### src/rtl/mer_pkg.sv
// Shared types and constants of the midpoint ellipse rasterizer.
`timescale 1ns / 1ps

package mer_pkg;

    localparam int POINT_W = 14;
    localparam int QUAD_W  = 2;

    localparam logic OP_START = 1'b0;
    localparam logic OP_STEP  = 1'b1;

    localparam logic [1:0] REGION_DONE = 2'd0;
    localparam logic [1:0] REGION_ONE  = 2'd1;
    localparam logic [1:0] REGION_TWO  = 2'd2;

    localparam logic [QUAD_W-1:0] QUAD_LAST = 2'd3;

    // Operation of the shared multiplier
    typedef enum logic [3:0] {
        MUL_NONE = 4'd0,
        MUL_AA   = 4'd1,
        MUL_BB   = 4'd2,
        MUL_A2B  = 4'd3,
        MUL_A2B2 = 4'd4,
        MUL_TX2  = 4'd5,
        MUL_BTX  = 4'd6,
        MUL_TY2  = 4'd7,
        MUL_ATY  = 4'd8
    } mul_op_t;

    typedef struct packed {
        logic              load;
        mul_op_t           mul_op;
        logic              init_dec;
        logic              r2_set;
        logic              advance;
        logic              dec_update;
        logic              emit;
        logic [QUAD_W-1:0] quad;
    } cmd_t;

    typedef struct packed {
        logic [1:0] region;
        logic       dx_lt_dy;
        logic       out_free;
    } status_t;

endpackage

### src/rtl/midpoint_ellipse_rasterizer_top.sv
// Top level of the midpoint ellipse rasterizer.
`timescale 1ns / 1ps

// A start item (opcode 0) latches the centre and both semi-axes and returns
// nothing; it occupies the block while one shared multiplier forms a*a,
// b*b, a*a*b and a*a*b*b, one product per cycle. Each step item (opcode 1)
// returns four mirrored points in quadrant order 0, 1, 2, 3, the final
// point of the ellipse flagged by last. A step is one walk update, one
// decision update and four points through the single output register, and
// the block takes no new item until its last point is loaded. The step that
// crosses from region one to region two first runs the four chained
// multiplies of the region-two decision. A step after the walk is done is
// accepted and returns nothing. Points are centre plus or minus offset,
// wrapped to 14 bits.
module midpoint_ellipse_rasterizer_top #(
    parameter int RADIUS_BITS = 10,
    parameter int COORD_BITS  = 12
) (
    input  logic                                clk,
    input  logic                                rst_n,
    input  logic                                in_valid,
    output logic                                in_ready,
    input  logic                                opcode,
    input  logic [COORD_BITS-1:0]               center_x,
    input  logic [COORD_BITS-1:0]               center_y,
    input  logic [RADIUS_BITS-1:0]              radius_x,
    input  logic [RADIUS_BITS-1:0]              radius_y,
    output logic                                out_valid,
    input  logic                                out_ready,
    output logic signed [mer_pkg::POINT_W-1:0]  point_x,
    output logic signed [mer_pkg::POINT_W-1:0]  point_y,
    output logic [mer_pkg::QUAD_W-1:0]          quadrant,
    output logic                                last
);

    mer_pkg::cmd_t    cmd;
    mer_pkg::status_t status;

    mer_ctrl u_ctrl (
        .clk      (clk),
        .rst_n    (rst_n),
        .in_valid (in_valid),
        .opcode   (opcode),
        .status   (status),
        .in_ready (in_ready),
        .cmd      (cmd)
    );

    mer_datapath #(
        .RADIUS_BITS (RADIUS_BITS),
        .COORD_BITS  (COORD_BITS)
    ) u_datapath (
        .clk       (clk),
        .rst_n     (rst_n),
        .cmd       (cmd),
        .status    (status),
        .center_x  (center_x),
        .center_y  (center_y),
        .radius_x  (radius_x),
        .radius_y  (radius_y),
        .out_valid (out_valid),
        .out_ready (out_ready),
        .point_x   (point_x),
        .point_y   (point_y),
        .quadrant  (quadrant),
        .last      (last)
    );

endmodule

### src/rtl/mer_ctrl.sv
// Controller state machine: sequences start set-up, region switch, update and point emission.
`timescale 1ns / 1ps

module mer_ctrl (
    input  logic             clk,
    input  logic             rst_n,
    input  logic             in_valid,
    input  logic             opcode,
    input  mer_pkg::status_t status,
    output logic             in_ready,
    output mer_pkg::cmd_t    cmd
);

    typedef enum logic [13:0] {
        ST_IDLE  = 14'b00000000000001,
        ST_AA    = 14'b00000000000010,
        ST_BB    = 14'b00000000000100,
        ST_A2B   = 14'b00000000001000,
        ST_A2B2  = 14'b00000000010000,
        ST_INIT  = 14'b00000000100000,
        ST_TX2   = 14'b00000001000000,
        ST_BTX   = 14'b00000010000000,
        ST_TY2   = 14'b00000100000000,
        ST_ATY   = 14'b00001000000000,
        ST_R2SET = 14'b00010000000000,
        ST_ADV   = 14'b00100000000000,
        ST_DEC   = 14'b01000000000000,
        ST_EMIT  = 14'b10000000000000
    } ctrl_state_t;

    ctrl_state_t                 state_reg;
    ctrl_state_t                 state_next;
    logic [mer_pkg::QUAD_W-1:0]  quad_reg;
    logic [mer_pkg::QUAD_W-1:0]  quad_next;
    logic                        accept;

    assign in_ready = (state_reg == ST_IDLE);
    assign accept   = in_valid && in_ready;

    always_comb
    begin
        state_next     = state_reg;
        quad_next      = quad_reg;
        cmd            = '0;
        cmd.mul_op     = mer_pkg::MUL_NONE;
        cmd.quad       = quad_reg;
        case (state_reg)
            ST_IDLE:
            begin
                if (accept)
                begin
                    if (opcode == mer_pkg::OP_START)
                    begin
                        cmd.load   = 1'b1;
                        state_next = ST_AA;
                    end
                    else if (status.region == mer_pkg::REGION_ONE && !status.dx_lt_dy)
                    begin
                        state_next = ST_TX2;
                    end
                    else if (status.region != mer_pkg::REGION_DONE)
                    begin
                        state_next = ST_ADV;
                    end
                end
            end
            ST_AA:
            begin
                cmd.mul_op = mer_pkg::MUL_AA;
                state_next = ST_BB;
            end
            ST_BB:
            begin
                cmd.mul_op = mer_pkg::MUL_BB;
                state_next = ST_A2B;
            end
            ST_A2B:
            begin
                cmd.mul_op = mer_pkg::MUL_A2B;
                state_next = ST_A2B2;
            end
            ST_A2B2:
            begin
                cmd.mul_op = mer_pkg::MUL_A2B2;
                state_next = ST_INIT;
            end
            ST_INIT:
            begin
                cmd.init_dec = 1'b1;
                state_next   = ST_IDLE;
            end
            ST_TX2:
            begin
                cmd.mul_op = mer_pkg::MUL_TX2;
                state_next = ST_BTX;
            end
            ST_BTX:
            begin
                cmd.mul_op = mer_pkg::MUL_BTX;
                state_next = ST_TY2;
            end
            ST_TY2:
            begin
                cmd.mul_op = mer_pkg::MUL_TY2;
                state_next = ST_ATY;
            end
            ST_ATY:
            begin
                cmd.mul_op = mer_pkg::MUL_ATY;
                state_next = ST_R2SET;
            end
            ST_R2SET:
            begin
                cmd.r2_set = 1'b1;
                state_next = ST_ADV;
            end
            ST_ADV:
            begin
                cmd.advance = 1'b1;
                state_next  = ST_DEC;
            end
            ST_DEC:
            begin
                cmd.dec_update = 1'b1;
                quad_next      = '0;
                state_next     = ST_EMIT;
            end
            ST_EMIT:
            begin
                // Load one point whenever the output register frees up
                if (status.out_free)
                begin
                    cmd.emit  = 1'b1;
                    quad_next = quad_reg + 1'b1;
                    if (quad_reg == mer_pkg::QUAD_LAST)
                    begin
                        state_next = ST_IDLE;
                    end
                end
            end
            default:
            begin
                state_next = ST_IDLE;
            end
        endcase
    end

    always_ff @(posedge clk or negedge rst_n)
    begin
        if (!rst_n)
        begin
            state_reg <= ST_IDLE;
            quad_reg  <= '0;
        end
        else
        begin
            state_reg <= state_next;
            quad_reg  <= quad_next;
        end
    end

endmodule

### src/rtl/mer_datapath.sv
// Datapath: held ellipse, walk registers, shared multiplier and output register.
`timescale 1ns / 1ps

module mer_datapath #(
    parameter int RADIUS_BITS = 10,
    parameter int COORD_BITS  = 12
) (
    input  logic                                clk,
    input  logic                                rst_n,
    input  mer_pkg::cmd_t                       cmd,
    output mer_pkg::status_t                    status,
    input  logic [COORD_BITS-1:0]               center_x,
    input  logic [COORD_BITS-1:0]               center_y,
    input  logic [RADIUS_BITS-1:0]              radius_x,
    input  logic [RADIUS_BITS-1:0]              radius_y,
    output logic                                out_valid,
    input  logic                                out_ready,
    output logic signed [mer_pkg::POINT_W-1:0]  point_x,
    output logic signed [mer_pkg::POINT_W-1:0]  point_y,
    output logic [mer_pkg::QUAD_W-1:0]          quadrant,
    output logic                                last
);

    localparam int X_W   = RADIUS_BITS + 1;
    localparam int Y_W   = RADIUS_BITS + 2;
    localparam int SQ_W  = 2 * RADIUS_BITS;
    localparam int CU_W  = 3 * RADIUS_BITS;
    localparam int QU_W  = 4 * RADIUS_BITS;
    localparam int SD_W  = 3 * RADIUS_BITS + 4;
    localparam int DEC_W = 4 * RADIUS_BITS + 6;
    localparam int MUL_W = 2 * RADIUS_BITS + 4;
    localparam int PRD_W = 2 * MUL_W;
    localparam int T_W   = 2 * RADIUS_BITS + 4;
    localparam int U_W   = 4 * RADIUS_BITS + 4;
    localparam int PW    = mer_pkg::POINT_W;

    // Held ellipse and derived products
    logic [COORD_BITS-1:0]  cx_reg, cy_reg;
    logic [RADIUS_BITS-1:0] a_reg, b_reg;
    logic [SQ_W-1:0]        a2_reg, b2_reg;
    logic [CU_W-1:0]        a2b_reg;
    logic [QU_W-1:0]        a2b2_reg;
    logic [T_W-1:0]         t_reg;
    logic [DEC_W-1:0]       acc_reg;
    logic [U_W-1:0]         u_reg;

    // Walk state
    logic [1:0]             region_reg, region_next;
    logic [X_W-1:0]         x_reg;
    logic [Y_W-1:0]         y_reg;
    logic [SD_W-1:0]        dx_reg, dy_reg;
    logic [DEC_W-1:0]       dec_reg;
    logic [X_W-1:0]         pt_x_reg;
    logic [Y_W-1:0]         pt_y_reg;
    logic                   last_reg;
    logic                   step_x_reg, step_y_reg, r1_reg;

    // Output register
    logic                   out_valid_reg;
    logic [PW-1:0]          out_x_reg, out_y_reg;
    logic [mer_pkg::QUAD_W-1:0] out_q_reg;
    logic                   out_last_reg;

    logic [MUL_W-1:0]       op_a, op_b;
    logic [PRD_W-1:0]       prod;
    logic [X_W:0]           tx;
    logic [Y_W-1:0]         ty_abs;
    logic                   dec_neg, dec_pos;
    logic                   step_x, step_y;
    logic [X_W-1:0]         x_new;
    logic [Y_W-1:0]         y_new;
    logic [SD_W-1:0]        dx_new, dy_new;
    logic [DEC_W-1:0]       dec_term;
    logic [PW-1:0]          px, py, ex, ey;

    assign tx     = {x_reg, 1'b1};
    assign ty_abs = (y_reg == '0) ? Y_W'(1) : y_reg - 1'b1;

    always_comb
    begin
        case (cmd.mul_op)
            mer_pkg::MUL_AA:
            begin
                op_a = MUL_W'(a_reg);
                op_b = MUL_W'(a_reg);
            end
            mer_pkg::MUL_BB:
            begin
                op_a = MUL_W'(b_reg);
                op_b = MUL_W'(b_reg);
            end
            mer_pkg::MUL_A2B:
            begin
                op_a = MUL_W'(a2_reg);
                op_b = MUL_W'(b_reg);
            end
            mer_pkg::MUL_A2B2:
            begin
                op_a = MUL_W'(a2_reg);
                op_b = MUL_W'(b2_reg);
            end
            mer_pkg::MUL_TX2:
            begin
                op_a = MUL_W'(tx);
                op_b = MUL_W'(tx);
            end
            mer_pkg::MUL_BTX:
            begin
                op_a = MUL_W'(b2_reg);
                op_b = MUL_W'(t_reg);
            end
            mer_pkg::MUL_TY2:
            begin
                op_a = MUL_W'(ty_abs);
                op_b = MUL_W'(ty_abs);
            end
            mer_pkg::MUL_ATY:
            begin
                op_a = MUL_W'(a2_reg);
                op_b = MUL_W'(t_reg);
            end
            default:
            begin
                op_a = '0;
                op_b = '0;
            end
        endcase
    end

    assign prod = PRD_W'(op_a) * PRD_W'(op_b);

    // Walk update: region one always steps x, region two always steps y
    assign dec_neg = dec_reg[DEC_W-1];
    assign dec_pos = !dec_neg && (dec_reg != '0);
    assign step_x  = (region_reg == mer_pkg::REGION_ONE) ? 1'b1 : !dec_pos;
    assign step_y  = (region_reg == mer_pkg::REGION_ONE) ? !dec_neg : 1'b1;
    assign x_new   = step_x ? x_reg + 1'b1 : x_reg;
    assign y_new   = step_y ? y_reg - 1'b1 : y_reg;
    assign dx_new  = step_x ? dx_reg + SD_W'({b2_reg, 1'b0}) : dx_reg;
    assign dy_new  = step_y ? dy_reg - SD_W'({a2_reg, 1'b0}) : dy_reg;

    always_comb
    begin
        region_next = region_reg;
        if (cmd.load)
        begin
            region_next = mer_pkg::REGION_ONE;
        end
        else if (cmd.r2_set)
        begin
            region_next = mer_pkg::REGION_TWO;
        end
        else if (cmd.advance && region_reg == mer_pkg::REGION_TWO && y_new[Y_W-1])
        begin
            region_next = mer_pkg::REGION_DONE;
        end
    end

    // Decision increment from the already advanced gradients
    assign dec_term = (step_x_reg ? DEC_W'(dx_reg) : '0)
                    - (step_y_reg ? DEC_W'(dy_reg) : '0)
                    + (r1_reg ? DEC_W'(b2_reg) : DEC_W'(a2_reg));

    assign px = PW'(pt_x_reg);
    assign py = PW'(pt_y_reg);
    assign ex = PW'(cx_reg) + (cmd.quad[0] ? -px : px);
    assign ey = PW'(cy_reg) + (cmd.quad[1] ? -py : py);

    always_ff @(posedge clk)
    begin
        if (cmd.load)
        begin
            cx_reg <= center_x;
            cy_reg <= center_y;
            a_reg  <= radius_x;
            b_reg  <= radius_y;
            x_reg  <= '0;
            y_reg  <= Y_W'(radius_y);
            dx_reg <= '0;
        end
        case (cmd.mul_op)
            mer_pkg::MUL_AA:   a2_reg   <= SQ_W'(prod);
            mer_pkg::MUL_BB:   b2_reg   <= SQ_W'(prod);
            mer_pkg::MUL_A2B:  a2b_reg  <= CU_W'(prod);
            mer_pkg::MUL_A2B2: a2b2_reg <= QU_W'(prod);
            mer_pkg::MUL_TX2:  t_reg    <= T_W'(prod);
            mer_pkg::MUL_BTX:  acc_reg  <= DEC_W'(prod);
            mer_pkg::MUL_TY2:  t_reg    <= T_W'(prod);
            mer_pkg::MUL_ATY:  u_reg    <= U_W'(prod);
            default:
            begin
            end
        endcase
        if (cmd.init_dec)
        begin
            dy_reg  <= SD_W'({a2b_reg, 1'b0});
            dec_reg <= DEC_W'({b2_reg, 2'b00}) - DEC_W'({a2b_reg, 2'b00}) + DEC_W'(a2_reg);
        end
        if (cmd.r2_set)
        begin
            dec_reg <= acc_reg + DEC_W'({u_reg, 2'b00}) - DEC_W'({a2b2_reg, 2'b00});
        end
        if (cmd.advance)
        begin
            pt_x_reg   <= x_reg;
            pt_y_reg   <= y_reg;
            x_reg      <= x_new;
            y_reg      <= y_new;
            dx_reg     <= dx_new;
            dy_reg     <= dy_new;
            step_x_reg <= step_x;
            step_y_reg <= step_y;
            r1_reg     <= (region_reg == mer_pkg::REGION_ONE);
            last_reg   <= (region_reg == mer_pkg::REGION_TWO) && y_new[Y_W-1];
        end
        if (cmd.dec_update)
        begin
            dec_reg <= dec_reg + {dec_term[DEC_W-3:0], 2'b00};
        end
        if (cmd.emit)
        begin
            out_x_reg    <= ex;
            out_y_reg    <= ey;
            out_q_reg    <= cmd.quad;
            out_last_reg <= last_reg && (cmd.quad == mer_pkg::QUAD_LAST);
        end
    end

    always_ff @(posedge clk or negedge rst_n)
    begin
        if (!rst_n)
        begin
            region_reg    <= mer_pkg::REGION_DONE;
            out_valid_reg <= 1'b0;
        end
        else
        begin
            region_reg <= region_next;
            if (cmd.emit)
            begin
                out_valid_reg <= 1'b1;
            end
            else if (out_ready)
            begin
                out_valid_reg <= 1'b0;
            end
        end
    end

    assign status.region   = region_reg;
    assign status.dx_lt_dy = (dx_reg < dy_reg);
    assign status.out_free = !out_valid_reg || out_ready;

    assign out_valid = out_valid_reg;
    assign point_x   = $signed(out_x_reg);
    assign point_y   = $signed(out_y_reg);
    assign quadrant  = out_q_reg;
    assign last      = out_last_reg;

endmodule

### config.mk
export PLATFORM = sky130hd
export DESIGN_NAME = midpoint_ellipse_rasterizer_top
export DESIGN_NICKNAME = d
export VERILOG_FILES = /design/src/rtl/mer_pkg.sv /design/src/rtl/midpoint_ellipse_rasterizer_top.sv /design/src/rtl/mer_ctrl.sv /design/src/rtl/mer_datapath.sv
export SDC_FILE = /design/constraint.sdc
export NUM_CORES = 2
export LEC_CHECK = 0
export BUFFER_PORTS_ARGS = -buffer_cell sky130_fd_sc_hd__buf_2
export CORE_AREA = 2 2 299 301
export DETAILED_ROUTE_END_ITERATION = 10
export DIE_AREA = 0 0 301 303
export PLACE_DENSITY = 0.68
export SETUP_SLACK_MARGIN = 0.3
export SLEW_MARGIN = 10
export SYNTH_ARGS = -nofsm -noshare
export SYNTH_HDL_FRONTEND = slang
export SYNTH_SLANG_ARGS = --single-unit
### constraint.sdc
create_clock -name clk -period 14.7 [get_ports clk]
set_input_delay 0 -clock clk [delete_from_list [all_inputs] [get_ports clk]]
set_output_delay 0 -clock clk [all_outputs]
set_load 0.02 [all_outputs]
==> metrics.md <==
| Metric | Value |
|---|---|
| Layout filler cell count | `around 7600` |
| GR Util met2 | `0.446` |
| Peak VDD IR | `about 0.15 mV` |
| Max_slew headroom | `0.176` |
| Via count | `between 30000 and 40000` |
| Met1 Usage GRT | `0.413` |
| R2R depth | `36` |
| #FFs+latches synth | `about 480` |
| Min-delay worst type | `primary input to flop` |
| Num CTS Buffers | `between 50 and 60` |
| CP Capture Type | `flop` |
| Hold depth | `2` |
| Antenna Nets Post-Route | `0` |
| Synth area leader | `edfxtp_1` |
| Placement Cell Area | `between 50000 and 60000 um2` |
| Cell count after placement | `between 6000 and 7000` |
| Longest Clk Path Bufs | `3` |
| Total grt overflow | `0` |
| Multi-input gate area | `just over 30000 um2` |
| Critical path class | `flop to flop` |
| Max Fclk | `0.0885 GHz` |
| Worst slew pin tran | `1.24 ns` |
| GR Util met3 | `0.0502` |
| Syn Inst Count | `roughly 5000` |
| Tcrit/Tclk final | `0.768` |
| Die Width | `301 um` |
| Most used DFF post-synth | `edfxtp_1` |
| Clock transition at path regs | `~0.060 ns` |
| PD cells | `116 nW/um2` |
| Die ar. | `between 90000 and 100000 um2` |
| Number of vias per cell | `just under 6` |
| Clock Sinks | `between 400 and 500` |
| Initial antenna violation count | `0` |
| Diode count | `0` |
| RePlAce Congestion | `about 0.95` |
| Crit path time final | `approximately 11 ns` |
| Largest net degree at the start of global routing | `90` |
| Max FFs per register | `46` |
| CTS root buf | `clkbuf_16` |
| Initial Util | `0.548` |
| Netlist cell types | `roughly 90` |
| Setup Total Neg Slack | `0 ns` |
| Clock Skew | `~0.054 ns` |
| Net Count, Synth | `5982` |
| Final hold violation count | `0` |
| Largest stage delay, worst path | `0.71 ns` |
| Crit path arrival time | `around 12 ns` |
| Drc violations | `0` |
| Max-cap violation count | `0` |
| WP data required | `around 15 ns` |
| Final std cells w/o fill | `6355` |
| Critical path's slowest cell | `a211o_1` |
| Row Count | `around 110` |
| Share of cells above drive strength 1 | `0.0530` |
| Synthesis-to-finish area growth | `8.62%` |
| I/O pins | `82` |
| Syn Std Cell Area | `~48000 um2` |
| Register-to-register setup slack | `around 3.4 ns` |
| HP Start | `center_y[11]` |
| Reg area | `roughly 14000 um2` |
| Setup Viol. Count Final | `0` |
| Leading post-synthesis cells by cell area | `edfxtp_1, fa_1, ha_1, inv_1, nand2_1` |
| Average wire per standard cell | `just over 20 um` |
| Pins Over Slew Limit | `0` |
| Seq/Total Area, Yosys | `0.296` |
| Final Total Pwr | `6070 uW` |
| Reg2reg start | `u_ctrl.state_reg[9]$_DFFE_PN0P_` |
| CTS tree | `built` |
| Final wirelength | `roughly 130 mm` |
| Worst setup SP type | `flop` |
| Final HPWL DP | `between 100 and 150 mm` |
| Die extent in y | `slightly above 300 um` |
| Pre-antenna DRT Iters | `9` |
| IO buf count | `~80` |
| Final Cell Area | `52300 um2` |
| Clock Latency Late Sink | `roughly 0.64 ns` |
| CTS H-tree depth | `2` |
| Reg-to-Reg End | `u_datapath.u_reg[43]$_DFFE_PP_` |
| Iteration-0 DRC Markers | `roughly 3300` |
| Post-CTS sizing | `0` |
| Core area | `approximately 90000 um2` |
| Number of global-route vias before repair | `~36000` |
| Leakage power | `roughly 0.024 uW` |
| RSZ-0062 raised after global routing | `false` |
| Worst Hold End | `u_datapath.cy_reg[11]$_DFFE_PP_` |
| Global-route wire length before repair | `around 200 mm` |
| Status | `completed` |
| Worst Path Max Fanout | `25` |
| Syn Area/Cell | `about 9.6 um2` |
| Busiest layer in global routing | `met2` |
| NumNets Final | `approximately 6100` |
| EDFF count, synth | `459` |
| Synth warn | `0` |
| GRT Total Usage | `0.286` |
| Synth top area share | `0.286` |
| Ys async rst share | `0.0397` |
[cell usage after synthesis (24+ instances only)]
cell / instances
inv_1: 816
nand3_1: 74
o21a_1: 48
edfxtp_1: 459
nand4_1: 27
o31ai_1: 24
and3_1: 44
a211oi_1: 46
ha_1: 428
a21oi_1: 252
nor3_1: 52
and2_1: 71
a21o_1: 112
mux2i_1: 25
nor2_1: 424
xor2_1: 113
a31oi_1: 35
nand2b_1: 64
o21ai_0: 178
o21bai_1: 36
nor4_1: 29
nand2_1: 544
xnor2_1: 188
a22oi_1: 33
clkbuf_1: 121
fa_1: 460
nor2b_1: 41
[cell families (layout without fill, tap and decap cells)]
family | count (synthesis) | count (layout) | share of synthesized area
AO/OA/AOI/OAI | 939 | 939 | 0.128
XOR/XNOR | 301 | 301 | 0.0547
multiplexers | 27 | 27 | 0.00566
flip-flops | 478 | 478 | 0.296
buffers and inverters | 958 | 1103 | 0.0751
AND/OR/NAND/NOR | 1454 | 1454 | 0.138
adder cells (fa/ha/maj) | 888 | 888 | 0.302
[repair_timing]
item	4_1_cts	5_1_grt
hold buffers	51	0
setup buffers	0	0
hold endpoints to repair	82	0
[worst max-delay path by stage]
| stage | cells past startpoint | startpoint | to | slack, ns |
|---|---|---|---|---|
| finish | 36 | u_ctrl.state_reg[9]$_DFFE_PN0P_ | u_datapath.u_reg[43]$_DFFE_PP_ | 3.40 |
| global route | 36 | u_ctrl.state_reg[9]$_DFFE_PN0P_ | u_datapath.acc_reg[43]$_DFFE_PN_ | 2.82 |
| CTS | 36 | u_ctrl.state_reg[9]$_DFFE_PN0P_ | u_datapath.u_reg[43]$_DFFE_PP_ | 3.49 |
| detailed placement | 36 | u_ctrl.state_reg[9]$_DFFE_PN0P_ | u_datapath.u_reg[43]$_DFFE_PP_ | 3.58 |
| global placement | 36 | u_ctrl.state_reg[9]$_DFFE_PN0P_ | u_datapath.acc_reg[43]$_DFFE_PN_ | 3.79 |
| floorplan | 35 | u_ctrl.state_reg[11]$_DFFE_PN0P_ | u_datapath.acc_reg[43]$_DFFE_PN_ | 4.65 |
[layout by cell type, fill, tap and decap left out, drive strengths merged, types with 24 or more instances in the layout]
cell type    instances
o21a                49
ha                 428
fa                 460
inv                817
and3                44
buf                139
nand3               74
a22oi               33
clkbuf              69
xnor2              188
nor3                52
nor4                30
a21o               112
nand2              544
nor2b               41
a211oi              46
o21bai              36
nor2               425
and2                73
xor2               113
a21oi              253
a31oi               35
dlygate4sd3         51
nand4               28
edfxtp             459
mux2i               25
nand2b              64
o31ai               24
o21ai              183
[through the flow]
step / worst slack [ns] / util / hold WS, ns
final: 3.40 / 0.595 / 0.0696
after global routing: 2.82 / 0.595 / 0.0627
after CTS: 3.49 / 0.595 / 0.0342
after detailed placement: 3.58 / 0.569 / -0.0252
after global placement: 3.79 / 0.569 / -0.0295
after floorplan: 4.65 / - / -0.296
[layer usage]
layer | wire [um] | part of all wire
met4 | 3440 | 0.026
met3 | 10900 | 0.084
met1 | 58000 | 0.45
met2 | 57900 | 0.44
met5 | 0 | 0
[cell type report]
| cell class | instances | share of cell area |
|---|---|---|
| Inverter | 816 | 0.0585 |
| Tap cell | 1165 | 0.0279 |
| Multi-Input combinational cell | 3609 | 0.581 |
| Clock inverter | 28 | 0.00746 |
| Sequential cell | 478 | 0.272 |
| Clock buffer | 69 | 0.0270 |
| Timing Repair Buffer | 190 | 0.0258 |
[critical path, delay by kind of cell, from the launching register on]
kind / cells / cell delay [ns]
simple gates: 5 / 2.05
flops: 1 / 0.41
compound gates: 14 / 3.78
fa+ha+maj: 8 / 3.79
xor+xnor: 1 / 0.10
buf+inv: 8 / 0.80
[power by group]
part	total (uW)	internal [uW]	switching [uW]	leakage, uW
Clock	1380	807	575	0.000856
Sequential	1860	1710	151	0.00424
Combinational	2830	1100	1740	0.0188
Total	6070	3610	2460	0.0239
Power figures use the tool's default switching activity.
